## src/rtl/core/mtt_pkg.sv

```systemverilog
package mtt_pkg;

  localparam int unsigned TimersDefault = 16;

  localparam int unsigned IdW     = 32;
  localparam int unsigned TimeW   = 48;
  localparam int unsigned PeriodW = 32;

  // input item kinds
  localparam logic [1:0] KindStart = 2'd0;
  localparam logic [1:0] KindStop  = 2'd1;
  localparam logic [1:0] KindTick  = 2'd2;

  // result kinds
  localparam logic [1:0] ResStart = 2'd0;
  localparam logic [1:0] ResStop  = 2'd1;
  localparam logic [1:0] ResFire  = 2'd2;
  localparam logic [1:0] ResDone  = 2'd3;

  localparam logic StatusOk  = 1'b0;
  localparam logic StatusBad = 1'b1;

  // one table entry as held in the entry memory
  typedef struct packed {
    logic               alive;
    logic [IdW-1:0]     id;
    logic [TimeW-1:0]   stamp;
    logic [PeriodW-1:0] period;
    logic               periodic;
  } mtt_entry_t;

  // outcome of checking one entry during a tick
  typedef struct packed {
    logic             fire;
    logic [TimeW-1:0] elapsed;
    mtt_entry_t       entry;
  } mtt_eval_t;

endpackage

```

## src/rtl/core/mtt_table.sv

```systemverilog
module mtt_table #(
  parameter int unsigned Depth = mtt_pkg::TimersDefault,
  parameter int unsigned AddrW = 4
) (
  input  logic                clk_i,
  input  logic                we_i,
  input  logic [AddrW-1:0]    waddr_i,
  input  mtt_pkg::mtt_entry_t wdata_i,
  input  logic                re_i,
  input  logic [AddrW-1:0]    raddr_i,
  output mtt_pkg::mtt_entry_t rdata_o
);
  import mtt_pkg::*;

  mtt_entry_t mem_q [Depth];
  mtt_entry_t rdata_q;

  always_ff @(posedge clk_i) begin
    if (we_i) begin
      mem_q[waddr_i] <= wdata_i;
    end
  end

  always_ff @(posedge clk_i) begin
    if (re_i) begin
      rdata_q <= mem_q[raddr_i];
    end
  end

  assign rdata_o = rdata_q;

endmodule

```

## src/rtl/core/mtt_eval.sv

```systemverilog
module mtt_eval (
  input  mtt_pkg::mtt_entry_t           entry_i,
  input  logic [mtt_pkg::TimeW-1:0]     now_ms_i,
  input  logic [mtt_pkg::IdW-1:0]       last_id_i,
  input  logic                          upper_i,
  output mtt_pkg::mtt_eval_t            eval_o
);
  import mtt_pkg::*;

  logic [TimeW:0] diff;
  logic           in_pass;
  logic           due;

  // borrow out means now is before the stamp
  assign diff = {1'b0, now_ms_i} - {1'b0, entry_i.stamp};

  // lower pass takes ids up to the last issued one, upper pass the older ones above it
  assign in_pass = upper_i ? (entry_i.id > last_id_i) : (entry_i.id <= last_id_i);

  assign due = entry_i.alive && in_pass && !diff[TimeW] &&
               (diff[TimeW-1:0] >= {{(TimeW-PeriodW){1'b0}}, entry_i.period});

  always_comb begin
    eval_o.fire    = due;
    eval_o.elapsed = diff[TimeW-1:0];
    eval_o.entry   = entry_i;
    if (due) begin
      eval_o.entry.stamp = now_ms_i;
      eval_o.entry.alive = entry_i.periodic;
    end
  end

endmodule

```

## src/rtl/core/multi_timer_table_core.sv

```systemverilog
// channel   | direction | handshake              | beat contents
// ----------+-----------+------------------------+-------------------------------------------
// command   | in        | start high, busy low   | kind, now_ms, interval_ms, repeat_flag,
//           |           |                        | target_id
// result    | out       | result_strobe_o pulse  | result_kind, timer_id, elapsed_ms,
//           |           |                        | status, last
//
// the one read port of the entry memory walks the held entries once per start or stop scan
// and twice per tick, before the reply or the tick done beat.
// a start on a full table replies in the cycle after it is taken.
// reset clears the entry count and the last issued id; the entry memory needs no clearing.
// results come out as one-cycle strobes and cannot be stalled by the receiver.

module multi_timer_table_core #(
  parameter int unsigned TIMERS = mtt_pkg::TimersDefault
) (
  input  logic                          clk_i,
  input  logic                          rst_ni,

  input  logic                          start,
  output logic                          busy,
  input  logic [1:0]                    kind_i,
  input  logic [mtt_pkg::TimeW-1:0]     now_ms_i,
  input  logic [mtt_pkg::PeriodW-1:0]   interval_ms_i,
  input  logic                          repeat_flag_i,
  input  logic [mtt_pkg::IdW-1:0]       target_id_i,

  output logic                          result_strobe_o,
  output logic [1:0]                    result_kind_o,
  output logic [mtt_pkg::IdW-1:0]       timer_id_o,
  output logic [mtt_pkg::TimeW-1:0]     elapsed_ms_o,
  output logic                          status_o,
  output logic                          last_o
);
  import mtt_pkg::*;

  localparam int unsigned AddrW = (TIMERS > 1) ? $clog2(TIMERS) : 1;
  localparam int unsigned CntW  = $clog2(TIMERS + 1);

  typedef enum logic [2:0] {
    ST_IDLE,
    ST_START,
    ST_STOP,
    ST_TICK_LO,
    ST_TICK_HI
  } state_e;

  state_e state_q, state_d;

  // table bookkeeping: entries live compacted at positions 0 .. cnt-1 in issue order
  logic [CntW-1:0]    cnt_q, cnt_d;
  logic [IdW-1:0]     last_id_q, last_id_d;

  // scan pointers
  logic [CntW-1:0]    rd_ptr_q, rd_ptr_d;
  logic [CntW-1:0]    proc_ptr_q, proc_ptr_d;
  logic [CntW-1:0]    wr_ptr_q, wr_ptr_d;
  logic               rd_pend_q, rd_pend_d;
  logic               found_q, found_d;

  // captured command beat
  logic [TimeW-1:0]   now_q, now_d;
  logic [PeriodW-1:0] interval_q, interval_d;
  logic               repeat_q, repeat_d;
  logic [IdW-1:0]     target_q, target_d;

  // result register
  logic               res_strobe_q, res_strobe_d;
  logic [1:0]         res_kind_q, res_kind_d;
  logic [IdW-1:0]     res_id_q, res_id_d;
  logic [TimeW-1:0]   res_elapsed_q, res_elapsed_d;
  logic               res_status_q, res_status_d;
  logic               res_last_q, res_last_d;

  // memory port
  logic               mem_we;
  logic [AddrW-1:0]   mem_waddr;
  mtt_entry_t         mem_wdata;
  logic               mem_re;
  mtt_entry_t         rd_data;

  mtt_eval_t          eval;
  mtt_entry_t         new_entry;
  mtt_entry_t         stopped_entry;
  logic [IdW-1:0]     next_id;
  logic [IdW-1:0]     inc_id;
  logic               scan_issue;
  logic               scan_end;

  mtt_table #(
    .Depth (TIMERS),
    .AddrW (AddrW)
  ) u_table (
    .clk_i   (clk_i),
    .we_i    (mem_we),
    .waddr_i (mem_waddr),
    .wdata_i (mem_wdata),
    .re_i    (mem_re),
    .raddr_i (rd_ptr_q[AddrW-1:0]),
    .rdata_o (rd_data)
  );

  mtt_eval u_eval (
    .entry_i   (rd_data),
    .now_ms_i  (now_q),
    .last_id_i (last_id_q),
    .upper_i   (state_q == ST_TICK_HI),
    .eval_o    (eval)
  );

  // next id skips zero on wrap
  assign inc_id  = last_id_q + {{(IdW-1){1'b0}}, 1'b1};
  assign next_id = (inc_id == '0) ? {{(IdW-1){1'b0}}, 1'b1} : inc_id;

  // one read issued per cycle, its data processed in the following cycle
  assign scan_issue = (rd_ptr_q < cnt_q);
  assign scan_end   = !scan_issue && !rd_pend_q;

  always_comb begin
    new_entry.alive    = 1'b1;
    new_entry.id       = next_id;
    new_entry.stamp    = now_q;
    new_entry.period   = interval_q;
    new_entry.periodic = repeat_q;

    stopped_entry       = rd_data;
    stopped_entry.alive = 1'b0;
  end

  assign busy = (state_q != ST_IDLE);

  always_comb begin
    state_d       = state_q;
    cnt_d         = cnt_q;
    last_id_d     = last_id_q;
    rd_ptr_d      = rd_ptr_q;
    proc_ptr_d    = proc_ptr_q;
    wr_ptr_d      = wr_ptr_q;
    rd_pend_d     = 1'b0;
    found_d       = found_q;
    now_d         = now_q;
    interval_d    = interval_q;
    repeat_d      = repeat_q;
    target_d      = target_q;

    res_strobe_d  = 1'b0;
    res_kind_d    = res_kind_q;
    res_id_d      = res_id_q;
    res_elapsed_d = res_elapsed_q;
    res_status_d  = res_status_q;
    res_last_d    = res_last_q;

    mem_we        = 1'b0;
    mem_waddr     = proc_ptr_q[AddrW-1:0];
    mem_wdata     = rd_data;
    mem_re        = 1'b0;

    // common walk over the held entries
    if (state_q != ST_IDLE) begin
      mem_re     = scan_issue;
      rd_pend_d  = scan_issue;
      proc_ptr_d = rd_ptr_q;
      if (scan_issue) begin
        rd_ptr_d = rd_ptr_q + {{(CntW-1){1'b0}}, 1'b1};
      end
    end

    unique case (state_q)
      ST_IDLE: begin
        if (start) begin
          now_d      = now_ms_i;
          interval_d = interval_ms_i;
          repeat_d   = repeat_flag_i;
          target_d   = target_id_i;
          rd_ptr_d   = '0;
          wr_ptr_d   = '0;
          found_d    = 1'b0;
          unique case (kind_i)
            KindStart: begin
              if (cnt_q == CntW'(TIMERS)) begin
                // table full
                res_strobe_d  = 1'b1;
                res_kind_d    = ResStart;
                res_id_d      = '0;
                res_elapsed_d = '0;
                res_status_d  = StatusBad;
                res_last_d    = 1'b1;
              end else begin
                state_d = ST_START;
              end
            end
            KindStop: state_d = ST_STOP;
            KindTick: state_d = ST_TICK_LO;
            default: ; // unused kind, no result
          endcase
        end
      end

      ST_START: begin
        // the fresh id must not clash with any entry still held
        if (rd_pend_q && (rd_data.id == next_id)) begin
          found_d = 1'b1;
        end
        if (scan_end) begin
          state_d       = ST_IDLE;
          res_strobe_d  = 1'b1;
          res_kind_d    = ResStart;
          res_elapsed_d = '0;
          res_last_d    = 1'b1;
          if (found_q) begin
            res_id_d     = '0;
            res_status_d = StatusBad;
          end else begin
            mem_we       = 1'b1;
            mem_waddr    = cnt_q[AddrW-1:0];
            mem_wdata    = new_entry;
            cnt_d        = cnt_q + {{(CntW-1){1'b0}}, 1'b1};
            last_id_d    = next_id;
            res_id_d     = next_id;
            res_status_d = StatusOk;
          end
        end
      end

      ST_STOP: begin
        // dead entry keeps its place until the next tick
        if (rd_pend_q && (rd_data.id == target_q)) begin
          mem_we    = 1'b1;
          mem_wdata = stopped_entry;
          found_d   = 1'b1;
        end
        if (scan_end) begin
          state_d       = ST_IDLE;
          res_strobe_d  = 1'b1;
          res_kind_d    = ResStop;
          res_id_d      = target_q;
          res_elapsed_d = '0;
          res_status_d  = found_q ? StatusOk : StatusBad;
          res_last_d    = 1'b1;
        end
      end

      ST_TICK_LO: begin
        // ids up to the last issued one, oldest first, which is ascending order
        if (rd_pend_q && eval.fire) begin
          mem_we        = 1'b1;
          mem_wdata     = eval.entry;
          res_strobe_d  = 1'b1;
          res_kind_d    = ResFire;
          res_id_d      = rd_data.id;
          res_elapsed_d = eval.elapsed;
          res_status_d  = StatusOk;
          res_last_d    = 1'b0;
        end
        if (scan_end) begin
          state_d  = ST_TICK_HI;
          rd_ptr_d = '0;
          wr_ptr_d = '0;
        end
      end

      ST_TICK_HI: begin
        // ids issued before the wrap, with compaction of every surviving entry in the same pass
        if (rd_pend_q) begin
          if (eval.fire) begin
            res_strobe_d  = 1'b1;
            res_kind_d    = ResFire;
            res_id_d      = rd_data.id;
            res_elapsed_d = eval.elapsed;
            res_status_d  = StatusOk;
            res_last_d    = 1'b0;
          end
          if (eval.entry.alive) begin
            mem_we    = 1'b1;
            mem_waddr = wr_ptr_q[AddrW-1:0];
            mem_wdata = eval.entry;
            wr_ptr_d  = wr_ptr_q + {{(CntW-1){1'b0}}, 1'b1};
          end
        end
        if (scan_end) begin
          state_d       = ST_IDLE;
          cnt_d         = wr_ptr_q;
          res_strobe_d  = 1'b1;
          res_kind_d    = ResDone;
          res_id_d      = '0;
          res_elapsed_d = '0;
          res_status_d  = StatusOk;
          res_last_d    = 1'b1;
        end
      end

      default: state_d = ST_IDLE;
    endcase
  end

  always_ff @(posedge clk_i or negedge rst_ni) begin
    if (!rst_ni) begin
      state_q       <= ST_IDLE;
      cnt_q         <= '0;
      last_id_q     <= '0;
      rd_ptr_q      <= '0;
      proc_ptr_q    <= '0;
      wr_ptr_q      <= '0;
      rd_pend_q     <= 1'b0;
      found_q       <= 1'b0;
      now_q         <= '0;
      interval_q    <= '0;
      repeat_q      <= 1'b0;
      target_q      <= '0;
      res_strobe_q  <= 1'b0;
      res_kind_q    <= ResStart;
      res_id_q      <= '0;
      res_elapsed_q <= '0;
      res_status_q  <= StatusOk;
      res_last_q    <= 1'b0;
    end else begin
      state_q       <= state_d;
      cnt_q         <= cnt_d;
      last_id_q     <= last_id_d;
      rd_ptr_q      <= rd_ptr_d;
      proc_ptr_q    <= proc_ptr_d;
      wr_ptr_q      <= wr_ptr_d;
      rd_pend_q     <= rd_pend_d;
      found_q       <= found_d;
      now_q         <= now_d;
      interval_q    <= interval_d;
      repeat_q      <= repeat_d;
      target_q      <= target_d;
      res_strobe_q  <= res_strobe_d;
      res_kind_q    <= res_kind_d;
      res_id_q      <= res_id_d;
      res_elapsed_q <= res_elapsed_d;
      res_status_q  <= res_status_d;
      res_last_q    <= res_last_d;
    end
  end

  assign result_strobe_o = res_strobe_q;
  assign result_kind_o   = res_kind_q;
  assign timer_id_o      = res_id_q;
  assign elapsed_ms_o    = res_elapsed_q;
  assign status_o        = res_status_q;
  assign last_o          = res_last_q;

endmodule
```

## config.mk

```make
export PLATFORM = sky130hd
export DESIGN_NAME = multi_timer_table_core
export DESIGN_NICKNAME = d
export VERILOG_FILES = /design/src/rtl/core/mtt_pkg.sv /design/src/rtl/core/mtt_table.sv /design/src/rtl/core/mtt_eval.sv /design/src/rtl/core/multi_timer_table_core.sv
export SDC_FILE = /design/constraint.sdc
export NUM_CORES = 2
export LEC_CHECK = 0
export BUFFER_PORTS_ARGS = -buffer_cell sky130_fd_sc_hd__buf_2
export CELL_PAD_IN_SITES_DETAIL_PLACEMENT = 1
export CELL_PAD_IN_SITES_GLOBAL_PLACEMENT = 2
export CORE_ASPECT_RATIO = 0.9
export CORE_MARGIN = 2
export CORE_UTILIZATION = 49
export CTS_CLUSTER_SIZE = 14
export DETAILED_ROUTE_END_ITERATION = 10
export PLACE_DENSITY_LB_ADDON = 0.1
export SETUP_SLACK_MARGIN = 0.2
export SYNTH_ARGS = -nofsm -noshare
export SYNTH_HDL_FRONTEND = slang
export SYNTH_SLANG_ARGS = --single-unit
export TNS_END_PERCENT = 100
```

## constraint.sdc

```tcl
create_clock -name clk_i -period 17.95 [get_ports clk_i]
set_clock_uncertainty 0.05 [all_clocks]
set_input_delay 2.6925 -clock clk_i [delete_from_list [all_inputs] [get_ports clk_i]]
set_output_delay 2.6925 -clock clk_i [all_outputs]
set_load 0.01 [all_outputs]
```

==> impl_metrics.ini <==
[power_and_ir_drop]
static-leakage-power_nw = 33.5
power_per_cell_area_nw_per_um2 = 188
ir_drop_uv = 120

[floorplanning]
rows = 149
floorplan.initialDensity_pct = 49.2
design.core.area_sq_um = 183000
die_width_microns = 456
floorplan.die_area_sq_um = 187000
die_h_microns = 411
io_pins = 204

[timing]
fin_crit_sh_pct = 51.3
rsz0062_at_grt = false
timing.final.max_slew_violations = 0
finalHoldWorstSlack_ns = 0.432
period_minus_slack_ns = 9.20
relSlewSlack_pct = 12.6
fin_setup_tns_ns = 0
timing.fmax_ghz = 0.109
hold_violations = 0
setup_violations = 0
tightest_pin_transition_ns = 1.27
finalWorstSetupSlack_ns = 8.75

[detailed_routing]
drc_errors = 0
routed_via_density = 6.18
drtPass1Iterations = 9
ant_nets = 0
count_of_routing_violations_after_the_opening_detailed_route_iteration = 4622
wl_mm = 248
post_drt_wl_per_cell_microns = 32.2
via_count = 47529

[worst_setup_path]
cp_slowest_stage_delay_ns = 1.01
arrival_ns = 9.63
crit_type = reg -> reg
worstPathRequired_ns = 18.38
slowest_stage = sky130_fd_sc_hd__buf_4
worstPathMaxFanout = 52
worstSetupEndpointType = register
critPathLaunchType = register
worst-r2r-setup-slack_ns = 8.75

[clocking]
numCtsBuffers = 218
post_cts_buffers = 0
cts-hold-fix-buffers = 0
tritoncts_num_sinks = 2192
maximum_level_of_the_cts_h_tree = 4
clkTransAtPathRegs_ns = 0.06
cts-root-buf = sky130_fd_sc_hd__clkbuf_16
tritoncts = yes
ctsLongestPathBuffers = 3
post_cts_resize_count = 0
clk-insertion-delay-late_ns = 0.88

[layout]
finish.utilization_pct = 55.5
finish.net_count = 5335
total_area_of_multi_input_combinational_cells_sq_um = 24300
area_growth_from_synthesis_to_layout_pct = 12.6
num-fill-cells = 16131
drive_above_1_share_pct = 26.1
seqCellArea_sq_um = 64600
layoutNonFillerInstCount = 7696

[grt]
grt_antenna_before_repair = 5
globalRouteTotalUtil_pct = 26.7
global_route.overflow_total = 0
grt_start_max_net_pins = 144
first_pass_grt_wire_length_mm = 361
first_global_vias = 49866

[synth]
synth-seq-area-share_pct = 71.6
post-synth-top-area-fraction_pct = 64.6
async_flop_share_pct = 11.6
synth_area_sq_um = 90200
ys_warn_count = 0
yosys.cell_types.count = 83
netlist_top_cells_area = sky130_fd_sc_hd__edfxtp_1 (65%), sky130_fd_sc_hd__mux4_2 (14%), sky130_fd_sc_hd__dfrtp_1 (7.1%)
seq_cells_post_synth = 2192
synth_fp_nets = 5025
synth_enable_flop_cells = 1938
synth_flop_cell = sky130_fd_sc_hd__edfxtp_1
avgSynthCellArea_sq_um = 18.9
syn-instance-count = 4782
synth_top_cell_by_area = sky130_fd_sc_hd__edfxtp_1

[worst_hold_path]
min-delay-path-class = reg -> reg

[placed_design]
placed_cells_incl_taps = 7287
detailed_place_hpwl_mm = 147
gp_congestion = 0.895
dp_worst_setup_slack_ns = 8.85
input_output_buffers = 203

[run_status]
outcome = completed

[run]
maxCapViolCount = 0
[per-layer routing]
layer | track usage, % | wire length (microns)
met4 | 6.71 | 5860
met5 | 0 | 13
met3 | 3.60 | 12300
met1 | 37.8 | 107000
met2 | 44.2 | 123000
[metrics by stage]
step           instance area, sq um  total power (W)
3_5_place_dp                  94500           0.0147
6_report                     102000           0.0191
3_3_place_gp                  94500           0.0145
4_1_cts                      101000           0.0192
2_1_floorplan                 90200           0.0121
5_1_grt                      102000           0.0200
[layout make-up]
class	count	area share [%]
antenna	1	0.00246
clock buffer	284	5.75
clock inverter	123	1.13
inverter	138	0.510
multi-input combinational	2213	24.0
sequential	2192	63.6
tap	2416	2.98
timing repair buffer	329	2.08
[worst max-delay path: cells and delay by family (launching register included)]
kind                       cells  cell delay [ns]
AOI/OAI and AO/OA              9             2.63
xor gates and xnor gates       1             0.23
adders and majority gates      3             0.93
buffers and inverters          3             1.71
DFF                            1             0.34
and+or+nand+nor                9             2.78
[state kept, by name, summed over array words and instances, names as in the netlist, 2 cells and up]
| name | cells |
|---|---|
| u_table.rdata_o | 114 |
| rd_ptr_q | 5 |
| timer_id_o | 32 |
| target_q | 32 |
| state_q | 3 |
| wr_ptr_q | 5 |
| interval_q | 32 |
| now_q | 48 |
| result_kind_o | 2 |
| elapsed_ms_o | 48 |
| last_id_q | 32 |
| cnt_q | 5 |
| u_table.mem_q | 1824 |
| proc_ptr_q | 4 |
[layout by cell type, fill, tap and decap left out, types with 58 or more instances in the layout]
cell type	synthesis	final
sky130_fd_sc_hd__dfrtp_1	254	250
sky130_fd_sc_hd__clkbuf_16	0	221
sky130_fd_sc_hd__buf_2	14	202
sky130_fd_sc_hd__nand2_1	294	293
sky130_fd_sc_hd__nor3_1	68	62
sky130_fd_sc_hd__nor2_1	108	102
sky130_fd_sc_hd__mux4_2	570	570
sky130_fd_sc_hd__o21ai_0	137	134
sky130_fd_sc_hd__ha_1	124	124
sky130_fd_sc_hd__inv_1	136	136
sky130_fd_sc_hd__xnor2_1	125	124
sky130_fd_sc_hd__a21oi_1	143	142
sky130_fd_sc_hd__edfxtp_1	1938	1938
sky130_fd_sc_hd__buf_4	2	115
sky130_fd_sc_hd__clkinv_1	1	58
sky130_fd_sc_hd__mux2_2	114	114
[where the power goes]
group          total [W]  internal [W]  leakage, nW  switching [W]
logic            0.00691       0.00248         9.49        0.00444
clock network    0.00448       0.00255         3.38        0.00194
registers        0.00769       0.00722         20.6       0.000473
[Yosys cell counts (all sizes together), types with 68 or more instances]
cell and count:
edfxtp 1938, mux4 570, nand2 294, dfrtp 254
clkbuf 174, a21oi 145, o21ai 140, inv 137
xnor2 125, ha 124, mux2 114, nor2 109
nor3 68
[cells by family after synthesis]
family / share of synthesized area [%]
DFF: 71.6
muxes: 16.3
and+or+nand+nor: 3.60
AOI/OAI and AO/OA: 3.63
buffers and inverters: 1.63
xor gates and xnor gates: 1.54
adders and majority gates: 1.74
[path summary, 6_finish.rpt]
path | depth (start not counted) | startpoint | end
hold reg to reg | 2 | elapsed_ms_o[14] | elapsed_ms_o[14]
hold / removal | 2 | elapsed_ms_o[14] | elapsed_ms_o[14]
setup reg to reg | 25 | now_q[0] | u_table.mem_q[6][25]
setup / recovery | 25 | now_q[0] | u_table.mem_q[6][25]
max in group asynchronous | 3 | rst_ni | now_q[42]
min in group asynchronous | 1 | rst_ni | target_q[24]
(Power assumes the default switching activity.)
